--- config.mk ---
export PLATFORM = sky130hd
export DESIGN_NAME = pbi_back
export DESIGN_NICKNAME = d
export VERILOG_FILES = /design/src/hdl/pbi_pkg.sv /design/src/hdl/pbi_back.sv
export SDC_FILE = /design/constraint.sdc
export NUM_CORES = 1
export LEC_CHECK = 0
export ABC_CLOCK_PERIOD_IN_PS = 15350
export BUFFER_PORTS_ARGS = -buffer_cell sky130_fd_sc_hd__buf_2
export CAP_MARGIN = 20
export CORE_MARGIN = 3
export CORE_UTILIZATION = 52
export CTS_BUF_LIST = sky130_fd_sc_hd__clkbuf_2
export CTS_CLUSTER_DIAMETER = 60
export CTS_CLUSTER_SIZE = 8
export DETAILED_ROUTE_END_ITERATION = 8
export PLACE_DENSITY = 0.8
export SLEW_MARGIN = 5
export SYNTH_ARGS = -nofsm -noshare
export SYNTH_HDL_FRONTEND = slang
export SYNTH_SLANG_ARGS = --single-unit
--- constraint.sdc ---
create_clock -name i_clk -period 15.35 [get_ports i_clk]
set_clock_uncertainty 0.15 [all_clocks]
set_input_delay 3.07 -clock i_clk [delete_from_list [all_inputs] [get_ports i_clk]]
set_output_delay 3.07 -clock i_clk [all_outputs]
set_load 0.01 [all_outputs]
--- src/hdl/pbi_pkg.sv ---
// ----------------------------------------------------------------------------
// pbi_pkg: shared types and constants for the periodic boundary image core
// Sizes, sample and job types, and the front/back classification codes.
// ----------------------------------------------------------------------------
package pbi_pkg;

    localparam int MAX_ROWS    = 1024;
    localparam int MAX_COLS    = 1024;
    localparam int SAMPLE_BITS = 24;
    localparam int VAL_W       = SAMPLE_BITS + 2;
    localparam int POS_W       = 10;
    localparam int SIZE_W      = 11;
    localparam int COL_AW      = $clog2(MAX_COLS);

    // configuration register indexes
    localparam int CFG_IDX_W = 2;
    localparam logic [CFG_IDX_W-1:0] CFG_NUM_ROWS = 2'd0;
    localparam logic [CFG_IDX_W-1:0] CFG_NUM_COLS = 2'd1;

    // queue between front and back
    localparam int Q_DEPTH = 4;
    localparam int Q_AW    = $clog2(Q_DEPTH);
    localparam int Q_CW    = Q_AW + 1;

    typedef enum logic [1:0] {
        CL_NONE,
        CL_BOT,
        CL_LCOL,
        CL_CORNER
    } t_class;

    typedef struct packed {
        logic signed [SAMPLE_BITS-1:0] re;
        logic signed [SAMPLE_BITS-1:0] im;
    } t_cval;

    // effective image geometry, derived from the size registers
    typedef struct packed {
        logic [SIZE_W-1:0] rows;
        logic [SIZE_W-1:0] cols;
        logic [POS_W-1:0]  lr;
        logic [POS_W-1:0]  lc;
    } t_geom;

    // p: pixel, m: top row store read, d: first pixel of row, a: top-left pixel
    typedef struct packed {
        t_class           cls;
        logic [POS_W-1:0] row;
        logic [POS_W-1:0] col;
        t_cval            p;
        t_cval            m;
        t_cval            d;
        t_cval            a;
    } t_job;

endpackage

--- src/hdl/pbi_back.sv ---
// ----------------------------------------------------------------------------
// pbi_back: boundary value issue
// Steps through the two or four results of each job and computes each value
// with one three-operand add into the output register.
// ----------------------------------------------------------------------------
module pbi_back
    import pbi_pkg::*;
(
    input  logic                    i_clk,
    input  logic                    i_rst_n,
    input  t_geom                   i_geom,
    input  t_job                    i_job,
    input  logic                    i_q_empty,
    output logic                    o_pop,
    output logic                    o_out_valid,
    input  logic                    i_out_stall,
    output logic [POS_W-1:0]        o_out_row,
    output logic [POS_W-1:0]        o_out_col,
    output logic signed [VAL_W-1:0] o_out_re,
    output logic signed [VAL_W-1:0] o_out_im,
    output logic                    o_out_last
);

    localparam logic [1:0] K_EDGE_LAST   = 2'd1;
    localparam logic [1:0] K_CORNER_LAST = 2'd3;

    logic [1:0]              r_k;
    logic                    r_out_valid;
    logic [POS_W-1:0]        r_out_row;
    logic [POS_W-1:0]        r_out_col;
    logic signed [VAL_W-1:0] r_out_re;
    logic signed [VAL_W-1:0] r_out_im;
    logic                    r_out_last;

    logic                    load;
    logic                    k_last;
    t_cval                   opx;
    t_cval                   opy;
    t_cval                   opz;
    t_cval                   edge_op;
    logic                    dbl;
    logic [POS_W-1:0]        res_row;
    logic [POS_W-1:0]        res_col;
    logic                    res_last;
    logic signed [VAL_W-1:0] y_re;
    logic signed [VAL_W-1:0] y_im;
    logic signed [VAL_W-1:0] res_re;
    logic signed [VAL_W-1:0] res_im;

    assign load   = ~i_q_empty & (~r_out_valid | ~i_out_stall);
    assign k_last = (i_job.cls == CL_CORNER) ? (r_k == K_CORNER_LAST) : (r_k == K_EDGE_LAST);
    assign o_pop  = load & k_last;

    assign edge_op = (i_job.cls == CL_BOT) ? i_job.m : i_job.d;

    // value = x + z - y, with y doubled for corners
    always_comb begin
        opx      = i_job.p;
        opy      = edge_op;
        opz      = '0;
        dbl      = 1'b0;
        res_row  = i_job.row;
        res_col  = i_job.col;
        res_last = 1'b0;
        unique case (i_job.cls) inside
            CL_BOT, CL_LCOL: begin
                if (r_k[0]) begin
                    opx = edge_op;
                    opy = i_job.p;
                end
                if (i_job.cls == CL_BOT) begin
                    res_row = r_k[0] ? i_geom.lr : '0;
                end else begin
                    res_col = r_k[0] ? i_geom.lc : '0;
                end
            end
            CL_CORNER: begin
                dbl = 1'b1;
                unique case (r_k)
                    2'd0: begin
                        opx = i_job.m; opy = i_job.a; opz = i_job.d;
                        res_row = '0; res_col = '0;
                    end
                    2'd1: begin
                        opx = i_job.a; opy = i_job.m; opz = i_job.p;
                        res_row = '0; res_col = i_geom.lc;
                    end
                    2'd2: begin
                        opx = i_job.a; opy = i_job.d; opz = i_job.p;
                        res_row = i_geom.lr; res_col = '0;
                    end
                    default: begin
                        opx = i_job.m; opy = i_job.p; opz = i_job.d;
                        res_row = i_geom.lr; res_col = i_geom.lc;
                        res_last = 1'b1;
                    end
                endcase
            end
            default: ;
        endcase
    end

    always_comb begin
        y_re = dbl ? {opy.re[SAMPLE_BITS-1], opy.re, 1'b0}
                   : {{2{opy.re[SAMPLE_BITS-1]}}, opy.re};
        y_im = dbl ? {opy.im[SAMPLE_BITS-1], opy.im, 1'b0}
                   : {{2{opy.im[SAMPLE_BITS-1]}}, opy.im};
        res_re = {{2{opx.re[SAMPLE_BITS-1]}}, opx.re}
               + {{2{opz.re[SAMPLE_BITS-1]}}, opz.re} - y_re;
        res_im = {{2{opx.im[SAMPLE_BITS-1]}}, opx.im}
               + {{2{opz.im[SAMPLE_BITS-1]}}, opz.im} - y_im;
    end

    always_ff @(posedge i_clk) begin
        if (load) begin
            r_out_row  <= res_row;
            r_out_col  <= res_col;
            r_out_re   <= res_re;
            r_out_im   <= res_im;
            r_out_last <= res_last;
        end
    end

    always_ff @(posedge i_clk) begin
        if (!i_rst_n) begin
            r_k         <= '0;
            r_out_valid <= 1'b0;
        end else begin
            if (load) begin
                r_out_valid <= 1'b1;
                r_k         <= k_last ? 2'd0 : r_k + 1'b1;
            end else if (!i_out_stall) begin
                r_out_valid <= 1'b0;
            end
        end
    end

    assign o_out_valid = r_out_valid;
    assign o_out_row   = r_out_row;
    assign o_out_col   = r_out_col;
    assign o_out_re    = r_out_re;
    assign o_out_im    = r_out_im;
    assign o_out_last  = r_out_last;

endmodule

==> Flow_metrics.wiki, run 1 <==
{| class="wikitable"
! Metric !! Value
|-
| Wire length of the first global-routing pass || roughly 61 mm
|-
| CTS H-Tree Depth || 3
|-
| Number of enable-type register cells in the synthesized netlist || 73
|-
| Final-layout worst hold slack || about 0.39 ns
|-
| Starting utilization of the core area || between 50% and 60%
|-
| Worst-Skew Late Latency || 0.60 ns
|-
| Period minus WS final || roughly 8.6 ns
|-
| Slew at the pin closest to its max-slew limit || between 1 and 1.5 ns
|-
| Detail-routed net length per standard cell || between 20 and 25 um
|-
| Sink of the worst hold path || o_out_valid$_SDFFE_PN0P_
|-
| Syn-to-layout area delta || 16.0%
|-
| Cts repair resizes || 0
|-
| Longest Clk Path Bufs || 2
|-
| Highest net fanout along the worst path || 54
|-
| Master cell of the clock root buffer || clkbuf_2
|-
| Maximum achievable frequency || 117 MHz
|-
| Predominant post-synthesis flop cell || edfxtp_1
|-
| Die height || around 150 um
|-
| Count of max-cap constraint violations || 0
|-
| Initial antenna violation count || 6
|-
| Slack of the worst reg-to-reg path || 8.99 ns
|-
| Placement Rows || 53
|-
| Worst-path clk slew || around 0.25 ns
|-
| Boundary pin count || 335
|-
| Initial detailed-routing violation count || 1747
|-
| Unrepaired setup endpoints after global routing || no
|-
| Number of warning messages in the yosys log || 0
|-
| Yosys top cell area share || 19.3%
|-
| Total global routing overflow || 0
|-
| Post-synthesis net count || ~1700
|-
| Nature of the critical path startpoint || input port
|-
| Cell area after synthesis || 11300 sq um
|-
| Hold path start || o_out_valid$_SDFFE_PN0P_
|-
| Mean post-synth cell area || ~8.4 sq um
|-
| Final count of pins violating max slew || 0
|-
| Number of cells on the worst hold path || 2
|-
| Net total in the final layout || 1954
|-
| Final setup violation count || 0
|-
| Floorplan die width || between 150 and 200 um
|-
| Synth area leader || edfxtp_1
|-
| Hold buffers post-CTS || 0
|-
| Violations in the final reports || design-rule violations
|-
| Share of synthesized area occupied by flip-flops and latches || 19.9%
|-
| Sum of negative setup slack || 0 ns
|-
| Distinct cell type count after synthesis || between 60 and 70
|-
| Share of flip-flops with an asynchronous set or reset after synthesis || 0%
|-
| Leakage component of the power || around 6 nW
|-
| Fraction of final layout cells sized beyond drive strength 1 || 28.3%
|-
| Remaining number of nets flagged by the antenna check after routing || 0
|-
| Power per Cell Area || ~120 nW/um^2
|-
| Post-detailed-route via-to-cell ratio || 6.54
|-
| Result of the run || finished, violations left
|-
| RR Startpoint || r_k[0]$_SDFFE_PN0P_
|-
| Maximum number of pins on one net before global-route repair || 73
|-
| IR Drop Worst-Case VDD || about 0.059 mV
|-
| Number of iterations in the first detailed-routing pass || 9
|-
| Path type of the worst setup path || in -> out
|-
| Combined global-route utilization of all metal layers || between 30% and 40%
|-
| TritonCTS clock tree || done
|-
| Count of mapped cells out of synthesis || ~1400
|-
| Final weighted congestion in routability-driven placement || about 0.90
|-
| Cell count of the worst reg-to-reg path || 13
|-
| Reg-to-Reg End || o_out_im[25]$_DFFE_PP_
|-
| Number of synthesized register bits || 76
|-
| Type of the worst min-delay path || reg -> reg
|-
| Die area || 23600 sq um
|-
| Residual DRC count || 26
|-
| Required @ worst endpoint || about 12 ns
|-
| Total via count in the routed design || ~12000
|-
| Number of buffers created by CTS || 9
|-
| Clk sink count || between 70 and 80
|-
| Post-CTS Setup Inserts || 0
|-
| DP Wirelength || 27.6 mm
|-
| Critical path capture point type || output pin
|-
| Arr. time, crit path || 5.34 ns
|-
| PortBufs || 312
|-
| Top area cells in the synthesized netlist || edfxtp_1 (19%), fa_1 (8.8%), mux2_2 (8.2%)
|-
| Worst slew margin relative to its limit || 29.8%
|-
| Vias in the first global route || 12100
|-
| Floorplan Core Area || about 21000 sq um
|-
| Crit share post-route || about 56%
|-
| Final Hold Vio Count || 0
|-
| Final routed wirelength across all metal layers || just under 40 mm
|}
## worst max path at each step
| stage | from | end | slack (ns) | cells past startpoint |
|---|---|---|---|---|
| 2_1_floorplan | i_job[212] | o_out_re[25]$_DFFE_PP_ | 8.12 | 18 |
| 3_3_place_gp | i_job[212] | o_out_re[25]$_DFFE_PP_ | 6.51 | 20 |
| 3_5_place_dp | i_job[212] | o_out_re[25]$_DFFE_PP_ | 6.38 | 20 |
| 4_1_cts | i_job[212] | o_pop | 6.83 | 8 |
| 5_1_grt | i_job[212] | o_out_re[24]$_DFFE_PP_ | 6.64 | 18 |
| 6_report | i_job[212] | o_pop | 6.79 | 8 |
## synthesized netlist by cell type, types with 7 or more instances
cell type    n
nor3_1      13
xnor2_1     27
nor2b_1      7
fa_1        50
mux2i_1     65
inv_1      108
o21a_1       9
o2bb2ai_1   47
buf_1       16
edfxtp_1    73
a22o_1      20
a222oi_1    89
nand2_1     81
nand3_1      9
xor2_1      17
clkbuf_1    79
a21oi_1     98
a21o_1      22
nor2_1     213
o22ai_1     51
o21ai_0     16
mux2_2      83
ha_1        57
## layout make-up
| type | instances | area, sq um |
|---|---|---|
| fillers | 1925 | 8080 |
| multi-input cells | 1065 | 8350 |
| diodes | 7 | 17.5 |
| well taps | 275 | 344 |
| inverters | 109 | 410 |
| clock inverters | 7 | 56.3 |
| flip-flops and latches | 76 | 2250 |
| repair buffers | 326 | 1670 |
| clock buffers | 9 | 45.0 |
## worst max-delay path, cell delays in order
cell,delay [ns]
buf_2,0.15
ha_4,0.46
buf_4,0.61
inv_2,0.11
buf_4,0.37
a21oi_1,0.30
nor2_1,0.06
buf_2,0.15
## registers in the layout, indices dropped and copies added (netlist names)
register / count
o_out_im: 26
o_out_re: 26
o_out_col: 10
o_out_row: 10
r_k: 2
o_out_last: 1
o_out_valid: 1
## power by group
part | internal, W | total [W] | switching (W)
Clock | 0.0000238 | 0.000114 | 0.0000901
Combinational | 0.000429 | 0.00102 | 0.000596
Sequential | 0.000341 | 0.000374 | 0.0000333
Total | 0.000794 | 0.00151 | 0.000719
## per-layer routing
layer  global-route usage, %  share of wire (%)
met1                    40.1                 40
met2                    51.0                 46
met3                    6.05                 11
met4                    14.0                3.4
met5                       0                  0
## cells in the final DEF, fill, tap and decap left out, types with 4 or more instances in the layout
cell,synthesis,final
ha_4,0,4
buf_4,0,14
a222oi_1,89,89
o2111ai_1,4,4
nand2_1,81,80
o2bb2ai_1,47,47
o22ai_1,51,51
inv_1,108,106
diode_2,0,7
edfxtp_1,73,73
ha_1,57,51
a21o_1,22,22
o21ai_0,16,16
inv_6,0,4
buf_2,3,312
mux2i_1,65,65
a22o_1,20,20
nand4_1,6,6
xnor2_1,27,27
xor2_1,17,17
fa_1,50,50
o21bai_1,6,6
a31oi_1,6,6
nand2b_1,6,4
nor3_1,13,13
nor2_1,213,212
mux2_2,83,83
nand3_1,9,9
clkbuf_2,1,9
o211ai_1,6,6
a221o_1,5,5
a21oi_1,98,97
o21a_1,9,9
nor2b_1,7,7
## logic make-up (layout without fill, tap and decap cells)
| logic type | Yosys count | in the layout | share of synthesized area [%] |
|---|---|---|---|
| DFF | 76 | 76 | 19.9 |
| other | 0 | 7 | 0 |
| AOI/OAI and AO/OA | 412 | 412 | 27.5 |
| muxes | 148 | 148 | 14.0 |
| adders and majority gates | 107 | 107 | 15.1 |
| buffers and inverters | 210 | 451 | 7.18 |
| xor gates and xnor gates | 44 | 44 | 3.40 |
| and+or+nand+nor | 354 | 354 | 13.0 |
## stage by stage
step | power, W | instances | instance area [sq um] | worst slack, ns | utilization, %
5_1_grt | 0.00163 | 1874 | 13100 | 6.64 | 61.9
3_3_place_gp | 0.00135 | 1851 | 13000 | 6.51 | 61.4
2_1_floorplan | 0.00109 | 1351 | 11300 | 8.12 | -
4_1_cts | 0.00150 | 1867 | 13100 | 6.83 | 61.9
6_report | 0.00151 | 1874 | 13100 | 6.79 | 61.9
3_5_place_dp | 0.00138 | 1851 | 13000 | 6.38 | 61.4
Power figures use the tool's default switching activity.
==> run 2: changes to the inputs <==
--- a/config.mk
+++ b/config.mk
@@ -5,7 +5,8 @@
 export SDC_FILE = /design/constraint.sdc
 export NUM_CORES = 1
 export LEC_CHECK = 0
-export ABC_CLOCK_PERIOD_IN_PS = 15350
+export ABC_AREA = 1
+export ABC_CLOCK_PERIOD_IN_PS = 8400
 export BUFFER_PORTS_ARGS = -buffer_cell sky130_fd_sc_hd__buf_2
 export CAP_MARGIN = 20
 export CORE_MARGIN = 3
@@ -14,7 +15,7 @@
 export CTS_CLUSTER_DIAMETER = 60
 export CTS_CLUSTER_SIZE = 8
 export DETAILED_ROUTE_END_ITERATION = 8
-export PLACE_DENSITY = 0.8
+export PLACE_DENSITY = 0.79
 export SLEW_MARGIN = 5
 export SYNTH_ARGS = -nofsm -noshare
 export SYNTH_HDL_FRONTEND = slang
==> constraint.sdc (replaced) <==
create_clock -name i_clk -period 8.4 [get_ports i_clk]
set_clock_uncertainty 0.15 [all_clocks]
set_input_delay 1.68 -clock i_clk [delete_from_list [all_inputs] [get_ports i_clk]]
set_output_delay 1.68 -clock i_clk [all_outputs]
set_load 0.01 [all_outputs]
==> run 2 against run 1 <==
  * The run now ends clean
  * Clock power is 82% higher
  * Sequential cell count unchanged
  * Final area grew 9.2%
  * Via count grew 21%
  * Count of clock-buffer cells in the layout unchanged
  * Core utilization shrank 1.2 points
  * Worst setup slack worse by 4.1 ns
  * Critical endpoint is now o_out_im[21]$_DFFE_PP_
  * Largest power group unchanged
  * Highest routed layer is now met5
==> Flow_metrics.wiki, run 2 <==
{| class="wikitable"
! Metric !! Value
|-
| Result of the run || completed
|-
| Part of the total power dissipated in combinational logic || a little under three quarters
|-
| Critical path capture point type || register
|-
| Yosys top cell area share || between 20% and 30%
|-
| Number of enable-type register cells in the synthesized netlist || 73
|-
| Wire length of the first global-routing pass || ~70 mm
|-
| Most common cell after layout, fill and taps aside || nand2_1
|-
| Final routed wirelength across all metal layers || approximately 45 mm
|-
| Most common cell in the netlist || nand2_1
|-
| Proportion of power drawn by the clock network || 6.7%
|-
| Highest net fanout along the worst path || 39
|-
| Cts repair resizes || 0
|-
| Synth area leader || nand2_1
|-
| Longest Clk Path Bufs || 2
|-
| Required @ worst endpoint || ~8.7 ns
|-
| Combined global-route utilization of all metal layers || roughly 33%
|-
| Mean post-synth cell area || 6.12 sq um
|-
| Number of synthesized register bits || 76
|-
| Top area cells in the synthesized netlist || nand2_1 (20%), edfxtp_1 (17%), inv_1 (9.5%)
|-
| Slew at the pin closest to its max-slew limit || approximately 1.2 ns
|-
| Internal power contribution || ~0.0014 W
|-
| Floorplan die width || 162 um
|-
| Path type of the worst setup path || in -> reg
|-
| Final weighted congestion in routability-driven placement || 0.958
|-
| Hold buffers post-CTS || 0
|-
| # fillers || 2377
|-
| Power per Cell Area || 215 nW/um^2
|-
| Syn-to-layout area delta || 14.1%
|-
| Detail-routed net length per standard cell || approximately 17 um
|-
| Initial antenna violation count || 9
|-
| Final Hold Vio Count || 0
|-
| Cell area after synthesis || 12600 sq um
|-
| Sum of negative setup slack || 0 ns
|-
| Arr. time, crit path || around 6 ns
|-
| Switching share of total power || between 50% and 60%
|-
| Worst-Skew Late Latency || ~0.59 ns
|-
| IR Drop Worst-Case VDD || between 0.09 and 0.1 mV
|-
| Die area || ~26000 sq um
|-
| Highest-count cells in the layout ignoring fill and taps || nand2_1 (678), inv_1 (317), buf_2 (312), o21ai_0 (165), nand3_1 (123)
|-
| Type of the worst min-delay path || reg -> reg
|-
| Post-CTS Setup Inserts || 0
|-
| Period minus WS final || around 5.7 ns
|-
| Final-layout worst hold slack || about 0.37 ns
|-
| Predominant post-synthesis flop cell || edfxtp_1
|-
| Boundary pin count || 335
|-
| Critical-path cell list || buf_2 > inv_1 > ha_1 > nand2_2 > nand2_1 > inv_2 > o21ai_0 > nand2_1 > o21ai_0 > o21ai_1 > fa_1 > ha_1 > nand2_1 > inv_1 > a21oi_1 > o21ai_0 > nand2_1 > nand4_1 > nand2_1
|-
| Area of the multi-input gates || 8710 sq um
|-
| Crit share post-route || 68.4%
|-
| Slack of the worst reg-to-reg path || between 3 and 4 ns
|-
| Total global routing overflow || 0
|-
| Worst-path clk slew || about 0.27 ns
|-
| Number of iterations in the first detailed-routing pass || 6
|-
| PortBufs || about 310
|-
| Distinct cell type count after synthesis || 39
|-
| WP buf/inv || 4
|-
| Clk sink count || between 70 and 80
|-
| Most frequent cells after synthesis || nand2_1 (678), inv_1 (318), o21ai_0 (165)
|-
| Area taken by flip-flops and latches || between 2000 and 2500 sq um
|-
| CTS H-Tree Depth || 3
|-
| Post-detailed-route via-to-cell ratio || about 5.6
|-
| Fraction of final layout cells sized beyond drive strength 1 || about 17%
|-
| Initial detailed-routing violation count || between 1500 and 2000
|-
| Residual DRC count || 0
|-
| Net total in the final layout || around 2700
|-
| Unrepaired setup endpoints after global routing || no
|-
| Number of warning messages in the yosys log || 0
|-
| DP Wirelength || between 30 and 40 mm
|-
| Leakage component of the power || between 7 and 8 nW
|-
| Final count of pins violating max slew || 0
|-
| Delay-heaviest family, CP || adder cells
|-
| Maximum number of pins on one net before global-route repair || 89
|-
| Seq pwr share || about 22%
|-
| Max stage delay on crit path || between 0.7 and 0.8 ns
|-
| Starting utilization of the core area || about 53%
|-
| Vias in the first global route || between 10000 and 15000
|-
| Share of flip-flops with an asynchronous set or reset after synthesis || 0%
|-
| Total via count in the routed design || about 15000
|-
| Final setup violation count || 0
|-
| Count of mapped cells out of synthesis || about 2000
|-
| Remaining number of nets flagged by the antenna check after routing || 0
|-
| Maximum achievable frequency || ~170 MHz
|-
| TritonCTS clock tree || done
|-
| Share of synthesized area occupied by flip-flops and latches || between 10% and 20%
|-
| Placement Rows || 56
|-
| Post-synthesis net count || about 2400
|-
| Reported net switching power || between 0.0015 and 0.002 W
|-
| Floorplan Core Area || ~24000 sq um
|-
| Standard cell with the maximum stage delay on the critical path || inv_2
|-
| Die height || 162 um
|-
| Final core area utilization || between 60% and 70%
|-
| Cell occurring most often along the worst timing path || nand2_1
|-
| Nature of the critical path startpoint || input port
|-
| Count of max-cap constraint violations || 0
|-
| Master cell of the clock root buffer || clkbuf_2
|-
| Number of buffers created by CTS || 9
|-
| Worst slew margin relative to its limit || roughly 22%
|}
-- run 2: cell types whose count changed in the layout (fill, tap and decap cells not counted), moves of 20 or more --
| cell | delta |
|---|---|
| o21ai_0 | +149 |
| o2bb2ai_1 | -47 |
| nand3_1 | +114 |
| a22oi_1 | +43 |
| nor2_1 | -102 |
| inv_1 | +211 |
| a222oi_1 | -89 |
| mux2_2 | -83 |
| o21ai_2 | +25 |
| nand2_1 | +598 |
| a21o_1 | -20 |
| mux2i_1 | -20 |
| o21ai_1 | +38 |
-- run 2: layout make-up --
class | instances | share of cell area (%)
Clock buffer | 9 | 0.314
Multi-Input combinational cell | 1555 | 60.7
Sequential cell | 76 | 15.7
Clock inverter | 7 | 0.349
Tap cell | 319 | 2.78
Antenna cell | 6 | 0.105
Inverter | 324 | 8.48
Timing Repair Buffer | 325 | 11.6
-- run 2: through the flow --
step	worst slack (ns)	power [W]	area [sq um]	cells
after global routing	2.45	0.00337	14400	2621
after detailed placement	2.11	0.00284	14200	2599
after global placement	2.24	0.00281	14200	2599
after floorplan	3.49	0.00216	12600	2055
after CTS	2.82	0.00305	14300	2615
final	2.65	0.00308	14400	2621
-- run 2: path summary, 6_finish.rpt --
check,to,cells past startpoint,startpoint
min,o_out_valid$_SDFFE_PN0P_,2,o_out_valid$_SDFFE_PN0P_
max,o_out_im[21]$_DFFE_PP_,19,i_job[212]
min reg2reg,o_out_valid$_SDFFE_PN0P_,2,o_out_valid$_SDFFE_PN0P_
max reg2reg,o_out_im[21]$_DFFE_PP_,16,r_k[0]$_SDFFE_PN0P_
-- run 2: per-layer routing --
| metal | up-vias | routed length [um] | track usage, % |
|---|---|---|---|
| met5 | - | 34 | 0 |
| met4 | 4 | 1320 | 12.0 |
| met3 | 97 | 4480 | 6.51 |
| met2 | 861 | 20100 | 53.4 |
| met1 | 6701 | 19100 | 44.8 |
| li1 | 7127 | - | - |
-- run 2: power groups by stage --
stage | logic [W] | clock network (W) | registers [W]
after global placement | 0.00213 | 0 | 0.000675
after detailed placement | 0.00217 | 0 | 0.000675
final | 0.00221 | 0.000208 | 0.000667
after global routing | 0.00247 | 0.000223 | 0.000676
after floorplan | 0.00142 | 0 | 0.000738
after CTS | 0.00218 | 0.000211 | 0.000666
-- run 2: logic make-up after synthesis --
kind of cell             Yosys count  synth area share (%)
AO/OA/AOI/OAI                    419                  19.1
XOR/XNOR                          28                  1.95
adder cells (fa/ha/maj)          107                  13.6
buffers and inverters            424                  13.2
flip-flops                        76                  17.9
multiplexers                      45                  3.58
AND/OR/NAND/NOR                  956                  30.6
-- run 2: worst min-delay path, delay by kind of cell (launching register included) --
kind / cells / cell delay [ns]
flops: 1 / 0.37
simple gates: 1 / 0.07
compound gates: 1 / 0.07
