`src/hdl/pbi_pkg.sv`:
```
// ----------------------------------------------------------------------------
// pbi_pkg: shared types and constants for the periodic boundary image core
// Sizes, sample and job types, and the front/back classification codes.
// ----------------------------------------------------------------------------
package pbi_pkg;

    localparam int MAX_ROWS    = 1024;
    localparam int MAX_COLS    = 1024;
    localparam int SAMPLE_BITS = 24;
    localparam int VAL_W       = SAMPLE_BITS + 2;
    localparam int POS_W       = 10;
    localparam int SIZE_W      = 11;
    localparam int COL_AW      = $clog2(MAX_COLS);

    // configuration register indexes
    localparam int CFG_IDX_W = 2;
    localparam logic [CFG_IDX_W-1:0] CFG_NUM_ROWS = 2'd0;
    localparam logic [CFG_IDX_W-1:0] CFG_NUM_COLS = 2'd1;

    // queue between front and back
    localparam int Q_DEPTH = 4;
    localparam int Q_AW    = $clog2(Q_DEPTH);
    localparam int Q_CW    = Q_AW + 1;

    typedef enum logic [1:0] {
        CL_NONE,
        CL_BOT,
        CL_LCOL,
        CL_CORNER
    } t_class;

    typedef struct packed {
        logic signed [SAMPLE_BITS-1:0] re;
        logic signed [SAMPLE_BITS-1:0] im;
    } t_cval;

    // effective image geometry, derived from the size registers
    typedef struct packed {
        logic [SIZE_W-1:0] rows;
        logic [SIZE_W-1:0] cols;
        logic [POS_W-1:0]  lr;
        logic [POS_W-1:0]  lc;
    } t_geom;

    // p: pixel, m: top row store read, d: first pixel of row, a: top-left pixel
    typedef struct packed {
        t_class           cls;
        logic [POS_W-1:0] row;
        logic [POS_W-1:0] col;
        t_cval            p;
        t_cval            m;
        t_cval            d;
        t_cval            a;
    } t_job;

endpackage

```
`src/hdl/pbi_fifo.sv`:
```
// ----------------------------------------------------------------------------
// pbi_fifo: job queue
// Short first-in first-out queue that decouples intake from result issue.
// ----------------------------------------------------------------------------
module pbi_fifo
    import pbi_pkg::*;
(
    input  logic i_clk,
    input  logic i_rst_n,
    input  logic i_push,
    input  t_job i_job,
    input  logic i_pop,
    output t_job o_head,
    output logic o_full,
    output logic o_empty
);

    t_job            r_slot [Q_DEPTH];
    logic [Q_AW-1:0] r_wr_ptr;
    logic [Q_AW-1:0] r_rd_ptr;
    logic [Q_CW-1:0] r_count;

    assign o_full  = (r_count == Q_CW'(Q_DEPTH));
    assign o_empty = (r_count == '0);
    assign o_head  = r_slot[r_rd_ptr];

    always_ff @(posedge i_clk) begin
        if (i_push) begin
            r_slot[r_wr_ptr] <= i_job;
        end
    end

    always_ff @(posedge i_clk) begin
        if (!i_rst_n) begin
            r_wr_ptr <= '0;
            r_rd_ptr <= '0;
            r_count  <= '0;
        end else begin
            if (i_push) begin
                r_wr_ptr <= r_wr_ptr + 1'b1;
            end
            if (i_pop) begin
                r_rd_ptr <= r_rd_ptr + 1'b1;
            end
            case ({i_push, i_pop})
                2'b10:   r_count <= r_count + 1'b1;
                2'b01:   r_count <= r_count - 1'b1;
                default: r_count <= r_count;
            endcase
        end
    end

endmodule

```
`config.mk`:
```
export PLATFORM = sky130hd
export DESIGN_NAME = pbi_fifo
export DESIGN_NICKNAME = d
export VERILOG_FILES = /design/src/hdl/pbi_pkg.sv /design/src/hdl/pbi_fifo.sv
export SDC_FILE = /design/constraint.sdc
export NUM_CORES = 1
export LEC_CHECK = 0
export BUFFER_PORTS_ARGS = -buffer_cell sky130_fd_sc_hd__buf_4
export CELL_PAD_IN_SITES_DETAIL_PLACEMENT = 2
export CELL_PAD_IN_SITES_GLOBAL_PLACEMENT = 2
export CORE_ASPECT_RATIO = 1.2
export CORE_MARGIN = 10
export CORE_UTILIZATION = 25
export CTS_CLUSTER_DIAMETER = 80
export DETAILED_ROUTE_END_ITERATION = 10
export HOLD_SLACK_MARGIN = 0.1
export PLACE_DENSITY = 0.59
export SLEW_MARGIN = 20
export SYNTH_ARGS = -nofsm -noshare
export SYNTH_HDL_FRONTEND = slang
export SYNTH_SLANG_ARGS = --single-unit
```
`constraint.sdc`:
```
create_clock -name i_clk -period 19.4 [get_ports i_clk]
set_clock_uncertainty 0.1 [all_clocks]
set_input_delay 3.88 -clock i_clk [delete_from_list [all_inputs] [get_ports i_clk]]
set_output_delay 3.88 -clock i_clk [all_outputs]
set_load 0.05 [all_outputs]
```
==> impl_results.md, run 1 <==
* Result of the run: finished, final reports clean
* Largest cells by area after synthesis: edfxtp_1 82%, mux4_2 13%, mux4_1 2.3%, buf_6 0.61%, dfxtp_1 0.57%
* TritonCTS clock tree: done
* Worst r2r path cells at 4
* Design area at 39400 sq um
* Antenna-violating nets left at 0
* Top fanout value on the critical path at ~50
* Number of buffers created by CTS at 90
* Via count at ~14k
* Proportion of netlist area held by the largest area contributor at 0.818
* Synthesis-to-layout area growth at 25.4%
* Launching element type of the critical path: flop
* Starting density of the core at 0.252
* Sequential fraction of the synthesis area at 0.823
* Hold-critical path depth at 2
* Worst IR Drop VDD at roughly 0.076 mV
* Endpoints failing setup at 0
* Async set or reset register ratio after synthesis at 0
* Post-Synth Simple-Gate Area at 0.00298
* Number of max-capacitance violations reported at 0
* Fraction of the mapped netlist area in adder cells at 0.00263
* Quantity of I/O buffers inserted on ports at between 400 and 500
* Fill cell count at roughly 12k
* Worst setup EP type: output port
* Final setup TNS at 0 ps
* Clk_lat worst skew at just under 700 ps
* Maximum number of buffers from clock root to sink at 3
* Final layout net count at about 1.9k
* Met2 track utilization from global routing at 0.189
* Final worst path period need at about 8700 ps
* Avg Inst Size Synth at about 27 sq um
* Largest net degree at the start of global routing at 110
* Classification of the worst-slack hold path: flop to flop
* Via count of the first global-routing pass at around 16k
* Number of H-tree levels at 3
* Share of the synthesized area in compound gates (AO/OA/AOI/OAI) at 0.000557
* # DRC at 0
* Count of instances resized after the clock tree is built at 0
* CP Data Required Time at about 15000 ps
* Number of clock sinks seen by CTS at slightly below 900
* Die outline area at 140000 sq um
* Leakage dissipation at about 13 nW
* Count of final max-slew check failures at 0
* Final Hold Violating Endpoints at 0
* Number of core rows at ~140
* Global routing usage summed across all routing layers at 0.112
* Reg clk slew, reported paths at about 60 ps
* Unrepaired setup endpoints after global routing: no
* Commonest cells in the synthesized netlist: 856 x edfxtp_1, 186 x mux4_2, 28 x mux4_1
* Max Fclk at between 0.1 and 0.15 GHz
* Flip-flop and latch count after synthesis at just under 900
* Cell area after technology mapping at about 31000 sq um
* Vias per cell at 4.20
* Antenna violations before repair at 9
* Library cell occupying the most area in the post-synthesis netlist: edfxtp_1
* Post-DP HPWL at ~51000 microns
* Critical setup path kind: flop to output port
* First-pass iteration count of the detailed router at 4
* Worst Max-Slew Pin Slew at ~1100 ps
* Mapped Cells at about 1.2k
* Headroom to the max-slew limit at 0.261
* Routed wire length per instance at 23.6 microns
* Commonest register cell after synthesis: edfxtp_1
* GRT Residual Overflow at 0
* Die span in x at ~340 microns
* Root buffer cell: clkbuf_16
* Top-Level Pins at ~430
* Standard cell core area at between 100000 and 150000 sq um
* Met1 usage at 0.127
* Postcts setup bufs at 0
* Post-synthesis cell type count at 22
* Post-route fraction of the period consumed by the critical path at 0.448
* Yosys Warn Count at 0
* Number of flops mapped to enable cells by yosys at 856
* Post-detailed-placement cell area at ~37000 sq um
* Post-synth net total at about 1.4k
* Hold-fix buffers at CTS at 0
* Largest family of logic cells by synthesized area: multiplexers
* Detailed Route WL at between 70000 and 80000 microns
* Mux share of post-synthesis cell area at 0.157
* Power density normalized to cell area at 114 nW/um^2
* Layer with the highest usage: met2
* Most frequently used cell type in the post-synthesis netlist: edfxtp_1
* XOR/XNOR share of the synthesized area at 0.00139
* Worst path arrival time at about 4700 ps
* Die Y-Extent at roughly 400 microns
* Number of DRC markers after the initial detailed-route iteration at 711
* Met3 Usage GRT at 0.0445
* Power consumption at around 4.5 mW
* Routability congestion estimate from global placement at 0.685
* Proportion of layout cells with a drive suffix above 1 at 0.445
* First-pass GRT wire length at around 120000 microns
-- through the flow --
step / hold slack [ps] / instances / setup WS [ps] / utilization
2_1_floorplan: 373 / 1164 / 9970 / -
3_3_place_gp: 384 / 3223 / 11200 / 0.293
3_5_place_dp: 440 / 3223 / 11170 / 0.293
4_1_cts: 455 / 3387 / 10390 / 0.315
5_1_grt: 470 / 3387 / 10170 / 0.315
6_report: 446 / 3391 / 10710 / 0.316
-- layer usage --
| layer | vias up | wire (microns) |
|---|---|---|
| li1 | 6083 | - |
| met1 | 7605 | 30500 |
| met2 | 419 | 40700 |
| met3 | 116 | 6670 |
| met4 | 14 | 2000 |
| met5 | - | 107 |
-- power breakdown --
group / leakage, nW / internal (mW) / switching, mW
Combinational: 3.58 / 0.222 / 0.447
Sequential: 7.94 / 2.15 / 0.0285
Clock: 1.38 / 0.944 / 0.720
-- registers in the layout, summed over array words and instances, names as in the netlist, named ones only --
| name | count |
|---|---|
| r_rd_ptr | 2 |
| r_count | 3 |
| r_wr_ptr | 2 |
| r_slot | 856 |
-- final timing paths --
| path | start | end | slack (ps) |
|---|---|---|---|
| max reg2reg | r_wr_ptr[0] | r_slot[3][182] | 15890 |
| min reg2reg | r_count[2] | r_count[2] | 450 |
| min | r_count[2] | r_count[2] | 450 |
| max | flop | o_head[154] | 10710 |
-- final cells by class --
cell class | count | area, sq um | area share
sequential | 865 | 25900 | 0.657
multi-input combinational | 245 | 5180 | 0.131
timing repair buffer | 451 | 3410 | 0.0865
clock buffer | 109 | 2390 | 0.0606
tap | 1656 | 2070 | 0.0526
clock inverter | 55 | 437 | 0.0111
inverter | 6 | 22.5 | 0.000571
antenna | 4 | 10.0 | 0.000254
-- kinds of logic after synthesis --
family	count (synthesis)
AO/OA/AOI/OAI	3
buffers and inverters	54
AND/OR/NAND/NOR	16
multiplexers	215
flip-flops	865
adder cells (fa/ha/maj)	6
XOR/XNOR	5
-- worst max-delay path, cell delays in order, from the launching register on --
cell,delay [ps]
dfxtp_4,840
buf_4,710
buf_4,560
buf_4,800
mux4_1,730
buf_4,230
-- layout by cell type, fill, tap and decap left out, types with 6 or more instances in the layout --
cell type,count
buf_4,449
dfxtp_1,7
clkbuf_16,93
and2_1,6
mux4_1,28
mux4_2,186
clkinv_1,20
edfxtp_1,856
inv_1,6
clkbuf_1,16
clkinv_2,19
Note: power is estimated with default switching activity, not from simulation.
==> inputs of run 2 (changes only) <==
==> constraint.sdc (replaced) <==
create_clock -name i_clk -period 9 [get_ports i_clk]
set_clock_uncertainty 0.1 [all_clocks]
set_input_delay 1.8 -clock i_clk [delete_from_list [all_inputs] [get_ports i_clk]]
set_output_delay 1.8 -clock i_clk [all_outputs]
set_load 0.05 [all_outputs]
==> run 2 against run 1 <==
Effect of this change:
- cell count increased by 0.18%
- hold slack worse by 5.0 ps
- highest routed layer unchanged
- global-route usage increased by 0.19 points
- critical path type unchanged
==> impl_results.md, run 2 (synthesized netlist as in run 1, its figures left out) <==
* Result of the run: finished, final reports clean (unchanged)
* Cell breakdown of the critical path: buf_12 -> mux4_2 -> buf_4 (was buf_4 -> buf_4 -> buf_4 -> mux4_1 -> buf_4)
* First-pass GRT wire length at 118000 microns (was 116000 microns)
* Die Y-Extent at 408 microns (unchanged)
* Most frequent standard cell in the layout excluding fill and tap cells: edfxtp_1 (unchanged)
* Flip-flop count of the largest register, all copies and words added at 856 (unchanged)
* Classification of the worst-slack hold path: flop to flop (unchanged)
* Via count of the first global-routing pass at 16.4k (was 16.5k)
* Area of the multi-input gates at 5180 sq um (unchanged)
* Vias per cell at 4.21 (was 4.20)
* Critical path buffer and inverter count at 2 (was 4)
* Proportion of layout cells with a drive suffix above 1 at 0.448 (was 0.445)
* Top-Level Pins at 434 (unchanged)
* Hold-fix buffers at CTS at 0 (unchanged)
* Reg clk slew, reported paths at 60 ps (about the same)
* # DRC at 0 (unchanged)
* Global routing usage summed across all routing layers at 0.114 (was 0.112)
* Detailed Route WL at 81400 microns (was 79900 microns)
* Share of power burned in the clock network at 0.378 (was 0.369)
* Fill cell count at 12.3k (about the same)
* Share of power burned in registers at 0.475 (was 0.483)
* Synthesis-to-layout area growth at 26.1% (was 25.4%)
* Leakage dissipation at 13.0 nW (was 12.9 nW)
* Post-DP HPWL at 52000 microns (was 51200 microns)
* Worst setup EP type: output port (unchanged)
* Max stage delay on crit path at 810 ps (was 840 ps)
* Area used by sequential logic in the layout at 25900 sq um (unchanged)
* Number of H-tree levels at 3 (unchanged)
* TritonCTS clock tree: done (unchanged)
* Endpoints failing setup at 0 (unchanged)
* Largest net degree at the start of global routing at 130 (was 110)
* Switch share at 0.262 (was 0.265)
* Antenna-violating nets left at 0 (unchanged)
* Starting density of the core at 0.252 (unchanged)
* Postcts setup bufs at 0 (unchanged)
* Standard cell core area at 125000 sq um (unchanged)
* Count of final max-slew check failures at 0 (unchanged)
* Top library cells by usage in the layout, fill and taps aside: 856 x edfxtp_1, 449 x buf_4, 186 x mux4_2 (unchanged)
* Power density normalized to cell area at 249 nW/um^2 (was 114 nW/um^2)
* Kind of cell adding the most delay to the critical path: flip-flops (was buffers and inverters)
* Headroom to the max-slew limit at 0.268 (was 0.261)
* Count of instances resized after the clock tree is built at 0 (unchanged)
* Routability congestion estimate from global placement at 0.695 (was 0.685)
* Via count at 14.3k (was 14.2k)
* Number of max-capacitance violations reported at 0 (unchanged)
* Share of power burned in combinational logic at 0.147 (was 0.148)
* GRT Residual Overflow at 0 (unchanged)
* Post-route fraction of the period consumed by the critical path at 0.564
* Final core utilization at 0.317 (was 0.316)
* Clk_lat worst skew at 660 ps (was 680 ps)
* Number of buffers created by CTS at 94 (was 90)
* Final setup TNS at 0 ps (unchanged)
* Worst slack at placement at 4440 ps (was 11170 ps)
* CP Data Required Time at 7100 ps (was 15420 ps)
* Sw Pwr at 2.59 mW (was 1.20 mW)
* First-pass iteration count of the detailed router at 4 (unchanged)
* Launching element type of the critical path: flop (unchanged)
* Registers with the most flip-flops: r_slot x856, r_count x3 (unchanged)
* Worst path arrival time at 3180 ps (was 4710 ps)
* Worst Max-Slew Pin Slew at 1100 ps (was 1110 ps)
* Max Fclk at 0.197 GHz
* Number of core rows at 142 (unchanged)
* Die outline area at 140000 sq um (unchanged)
* Worst setup margin at 3920 ps (was 10710 ps)
* Antenna violations before repair at 13 (was 9)
* Power Internal at 7.30 mW (was 3.32 mW)
* Worst IR Drop VDD at 0.184 mV (was 0.0758 mV)
* Critical setup path kind: flop to output port (unchanged)
* Maximum number of buffers from clock root to sink at 3 (unchanged)
* Quantity of I/O buffers inserted on ports at 433 (unchanged)
* Top fanout value on the critical path at 81 (was 49)
* Number of clock sinks seen by CTS at 865 (unchanged)
* Final layout net count at 1890 (was 1883)
* Unrepaired setup endpoints after global routing: no (unchanged)
* Slowest stage cell on the critical path: dfxtp_4 (unchanged)
* Root buffer cell: clkbuf_16 (unchanged)
* Final worst path period need at 5080 ps
* Final Hold Violating Endpoints at 0 (unchanged)
* Die span in x at 344 microns (unchanged)
* Biggest register: r_slot (unchanged)
* Number of DRC markers after the initial detailed-route iteration at 754 (was 711)
* Routed wire length per instance at 24.0 microns (was 23.6 microns)
==> run 2: path summary, 6_finish.rpt <==
path | from | cells past startpoint | end | slack (ps)
hold reg to reg | r_count[2] | 2 | r_count[2] | 440
hold / removal | r_count[2] | 2 | r_count[2] | 440
setup / recovery | flop | 3 | o_head[174] | 3920
setup reg to reg | r_wr_ptr[1] | 5 | r_slot[1][197] | 5890
==> run 2: stage by stage <==
| stage | total power [mW] | std cells | instance area (sq um) | hold slack [ps] |
|---|---|---|---|---|
| floorplan | 5.75 | 1164 | 31400 | 373 |
| global placement | 6.23 | 3224 | 36600 | 388 |
| detailed placement | 6.27 | 3224 | 36600 | 443 |
| CTS | 10.1 | 3390 | 39600 | 454 |
| global route | 10.3 | 3394 | 39600 | 495 |
| finish | 9.89 | 3397 | 39600 | 441 |
==> run 2: power groups by stage <==
| stage | combinational [mW] | sequential (mW) | clock [mW] |
|---|---|---|---|
| final | 1.45 | 4.69 | 3.74 |
| after global routing | 1.53 | 4.71 | 4.03 |
| after CTS | 1.49 | 4.70 | 3.88 |
| after detailed placement | 1.49 | 4.78 | 0 |
| after global placement | 1.47 | 4.76 | 0 |
| after floorplan | 0.965 | 4.78 | 0 |
==> run 2: routing by layer <==
layer,vias up,global-route usage,share of wire
met5,-,0,0.0018
met4,20,0.0349,0.022
met3,130,0.0443,0.081
met2,433,0.185,0.50
met1,7632,0.138,0.40
li1,6085,-,-
==> run 2: worst register-to-register path: cells and delay by family, from the launching register on <==
family | cells | cell delay, ps
buffers and inverters | 3 | 1580
and+or+nand+nor | 1 | 480
DFF | 1 | 340
adders and majority gates | 1 | 150
==> run 2: final cells by class <==
cell class / instances / area share
antenna: 5 / 0.000316
clock buffer: 115 / 0.0627
clock inverter: 51 / 0.0122
inverter: 6 / 0.000568
multi-input combinational: 245 / 0.131
sequential: 865 / 0.653
tap: 1656 / 0.0523
timing repair buffer: 454 / 0.0879
==> inputs of run 3 (changes only) <==
--- a/config.mk
+++ b/config.mk
@@ -5,6 +5,7 @@
 export SDC_FILE = /design/constraint.sdc
 export NUM_CORES = 1
 export LEC_CHECK = 0
+export ABC_AREA = 1
 export BUFFER_PORTS_ARGS = -buffer_cell sky130_fd_sc_hd__buf_4
 export CELL_PAD_IN_SITES_DETAIL_PLACEMENT = 2
 export CELL_PAD_IN_SITES_GLOBAL_PLACEMENT = 2
@@ -14,7 +15,7 @@
 export CTS_CLUSTER_DIAMETER = 80
 export DETAILED_ROUTE_END_ITERATION = 10
 export HOLD_SLACK_MARGIN = 0.1
-export PLACE_DENSITY = 0.59
+export PLACE_DENSITY = 0.65
 export SLEW_MARGIN = 20
 export SYNTH_ARGS = -nofsm -noshare
 export SYNTH_HDL_FRONTEND = slang
==> constraint.sdc (replaced) <==
create_clock -name i_clk -period 4.5 [get_ports i_clk]
set_clock_uncertainty 0.1 [all_clocks]
set_input_delay 0.9 -clock i_clk [delete_from_list [all_inputs] [get_ports i_clk]]
set_output_delay 0.9 -clock i_clk [all_outputs]
set_load 0.05 [all_outputs]
==> run 3 against run 2 <==
Effect of this change:
- via count increased by 39%
- design area is 1.9% higher
- clock power up 110%
- clock-buffer cell count unchanged
- power grew 100%
- core utilization increased by 0.16 points
- critical endpoint is now o_head[71]
- routed wire length increased by 23%
- largest cell class unchanged
- sequential power increased by 99%
==> impl_results.md, run 3 <==
* Result of the run: finished, final reports clean (unchanged)
* Critical path buffer and inverter count at 2 (unchanged)
* Postcts setup bufs at 0 (unchanged)
* First-pass GRT wire length at 147000 microns (was 118000 microns)
* Top library cells by usage in the layout, fill and taps aside: 856 x edfxtp_1, 464 x buf_4, 431 x nor2_1 (was 856 x edfxtp_1, 449 x buf_4, 186 x mux4_2)
* Number of buffers created by CTS at 95 (was 94)
* Count of final max-slew check failures at 0 (unchanged)
* Async set or reset register ratio after synthesis at 0 (unchanged)
* Via count at 19.9k (was 14.3k)
* Global routing usage summed across all routing layers at 0.136 (was 0.114)
* Post-route fraction of the period consumed by the critical path at 0.840
* Root buffer cell: clkbuf_16 (unchanged)
* Avg Inst Size Synth at 15.0 sq um (was 27.0 sq um)
* Vias per cell at 4.61 (was 4.21)
* Top fanout value on the critical path at 134 (was 81)
* Number of flops mapped to enable cells by yosys at 856 (unchanged)
* # DRC at 0 (unchanged)
* Max Fclk at 0.264 GHz
* Worst IR Drop VDD at 0.331 mV (was 0.184 mV)
* Maximum number of buffers from clock root to sink at 3 (unchanged)
* Clk_lat worst skew at 690 ps (was 660 ps)
* Hold-fix buffers at CTS at 0 (unchanged)
* Post-DP HPWL at 62400 microns (was 52000 microns)
* Registers with the most flip-flops: r_slot x856, r_count x3 (unchanged)
* Worst slack at placement at 1450 ps (was 4440 ps)
* Quantity of I/O buffers inserted on ports at 433 (unchanged)
* Launching element type of the critical path: flop (unchanged)
* Worst setup EP type: output port (unchanged)
* Proportion of netlist area held by the largest area contributor at 0.805 (was 0.818)
* Antenna violations before repair at 17 (was 13)
* Number of DRC markers after the initial detailed-route iteration at 1026 (was 754)
* Routability congestion estimate from global placement at 0.720 (was 0.695)
* Die Y-Extent at 411 microns (was 408 microns)
* Yosys Warn Count at 0 (unchanged)
* Commonest cells in the synthesized netlist: 856 x edfxtp_1, 431 x nor2_1, 219 x o21ai_0 (was 856 x edfxtp_1, 186 x mux4_2, 28 x mux4_1)
* Mapped Cells at 2126 (was 1164)
* Worst path arrival time at 2780 ps (was 3180 ps)
* Kind of cell adding the most delay to the critical path: compound AO/OA/AOI/OAI gates (was flip-flops)
* Slowest stage cell on the critical path: dfxtp_4 (unchanged)
* Largest cells by area after synthesis: edfxtp_1 81%, nor2_1 5.1%, o22ai_1 4.2%, o21ai_0 3.4%, o21ai_1 3.4% (was edfxtp_1 82%, mux4_2 13%, mux4_1 2.3%, buf_6 0.61%, dfxtp_1 0.57%)
* Number of max-capacitance violations reported at 0 (unchanged)
* Cell breakdown of the critical path: buf_12 -> o21ai_0 -> o22ai_1 -> buf_4 (was buf_12 -> mux4_2 -> buf_4)
* Max stage delay on crit path at 400 ps (was 810 ps)
* Standard cell core area at 127000 sq um (was 125000 sq um)
* Power consumption at 19.8 mW (was 9.89 mW)
* Leakage dissipation at 13.6 nW (was 13.0 nW)
* Most frequently used cell type in the post-synthesis netlist: edfxtp_1 (unchanged)
* Top-Level Pins at 434 (unchanged)
* Headroom to the max-slew limit at 0.247 (was 0.268)
* Cell area after technology mapping at 31900 sq um (was 31400 sq um)
* Die span in x at 346 microns (was 344 microns)
* Endpoints failing setup at 0 (unchanged)
* Unrepaired setup endpoints after global routing: no (unchanged)
* Largest net degree at the start of global routing at 142 (was 130)
* Sequential fraction of the synthesis area at 0.811 (was 0.823)
* Flip-flop and latch count after synthesis at 865 (unchanged)
* Biggest register: r_slot (unchanged)
* Final worst path period need at 3780 ps
* Die outline area at 142000 sq um (was 140000 sq um)
* Commonest register cell after synthesis: edfxtp_1 (unchanged)
* Routed wire length per instance at 23.1 microns (was 24.0 microns)
* Post-synth net total at 2350 (was 1388)
* TritonCTS clock tree: done (unchanged)
* Worst Max-Slew Pin Slew at 1130 ps (was 1100 ps)
* Starting density of the core at 0.252 (about the same)
* Library cell occupying the most area in the post-synthesis netlist: edfxtp_1 (unchanged)
* Count of instances resized after the clock tree is built at 0 (unchanged)
* Detailed Route WL at 99800 microns (was 81400 microns)
* Number of core rows at 143 (was 142)
* Antenna-violating nets left at 0 (unchanged)
* Via count of the first global-routing pass at 22.2k (was 16.4k)
* Most frequent standard cell in the layout excluding fill and tap cells: edfxtp_1 (unchanged)
* Flip-flop count of the largest register, all copies and words added at 856 (unchanged)
* CP Data Required Time at 3500 ps (was 7100 ps)
* Final Hold Violating Endpoints at 0 (unchanged)
* Synthesis-to-layout area growth at 26.6% (was 26.1%)
* Proportion of layout cells with a drive suffix above 1 at 0.238 (was 0.448)
* Classification of the worst-slack hold path: primary input to flop (was flop to flop)
* Final layout net count at 2791 (was 1890)
* Reg clk slew, reported paths at 60 ps (about the same)
* Power density normalized to cell area at 490 nW/um^2 (was 249 nW/um^2)
* First-pass iteration count of the detailed router at 4 (unchanged)
* Number of clock sinks seen by CTS at 865 (unchanged)
* Number of H-tree levels at 3 (unchanged)
* Post-synthesis cell type count at 19 (was 22)
* Critical setup path kind: flop to output port (unchanged)
* GRT Residual Overflow at 0 (unchanged)
* Fill cell count at 13.2k (was 12.3k)
* Worst setup margin at 719 ps (was 3920 ps)
==> run 3: logic make-up (layout without fill, tap and decap cells) <==
logic type / Yosys count / in the layout / synth area share
AND/OR/NAND/NOR: 444 / 444 / 0.0524
other: 0 / 11 / 0
adder cells (fa/ha/maj): 6 / 6 / 0.00259
buffers and inverters: 158 / 674 / 0.0233
AO/OA/AOI/OAI: 653 / 653 / 0.111
flip-flops: 865 / 865 / 0.811
==> run 3: layout make-up <==
type | count | area (sq um) | area share
multi-input combinational | 1103 | 5360 | 0.133
timing repair buffer | 485 | 3900 | 0.0966
clock inverter | 57 | 578 | 0.0143
tap | 1667 | 2090 | 0.0516
antenna | 11 | 27.5 | 0.000681
clock buffer | 115 | 2460 | 0.0610
inverter | 17 | 91.3 | 0.00226
sequential | 865 | 25900 | 0.641
==> run 3: layer usage <==
| metal | vias to the layer above | routed length (microns) | GRT usage |
|---|---|---|---|
| li1 | 8987 | - | - |
| met1 | 10318 | 40000 | 0.156 |
| met2 | 431 | 51400 | 0.240 |
| met3 | 150 | 5150 | 0.0348 |
| met4 | 12 | 3120 | 0.0561 |
| met5 | - | 83 | 0 |
==> run 3: power by group <==
group          switching [mW]  internal (mW)
sequential             0.0830           9.22
combinational            2.08          0.751
clock                    3.25           4.42
==> run 3: through the flow <==
step / utilization / setup TNS (ps) / hold WS (ps) / instances / area (sq um)
3_5_place_dp: 0.295 / 0 / 331 / 4137 / 37300
5_1_grt: 0.319 / 0 / 241 / 4318 / 40400
6_report: 0.319 / 0 / 288 / 4320 / 40400
4_1_cts: 0.319 / 0 / 213 / 4309 / 40400
3_3_place_gp: 0.295 / 0 / 317 / 4137 / 37300
2_1_floorplan: - / -94500 / 312 / 2126 / 32000
==> run 3: worst paths after layout <==
check	from	cells after the start	to	slack (ps)
min reg2reg	r_rd_ptr[1]	1	flop	330
max reg2reg	r_wr_ptr[0]	5	r_slot[2][96]	1910
max	flop	4	o_head[71]	720
min	i_job[42]	1	r_slot[0][42]	290
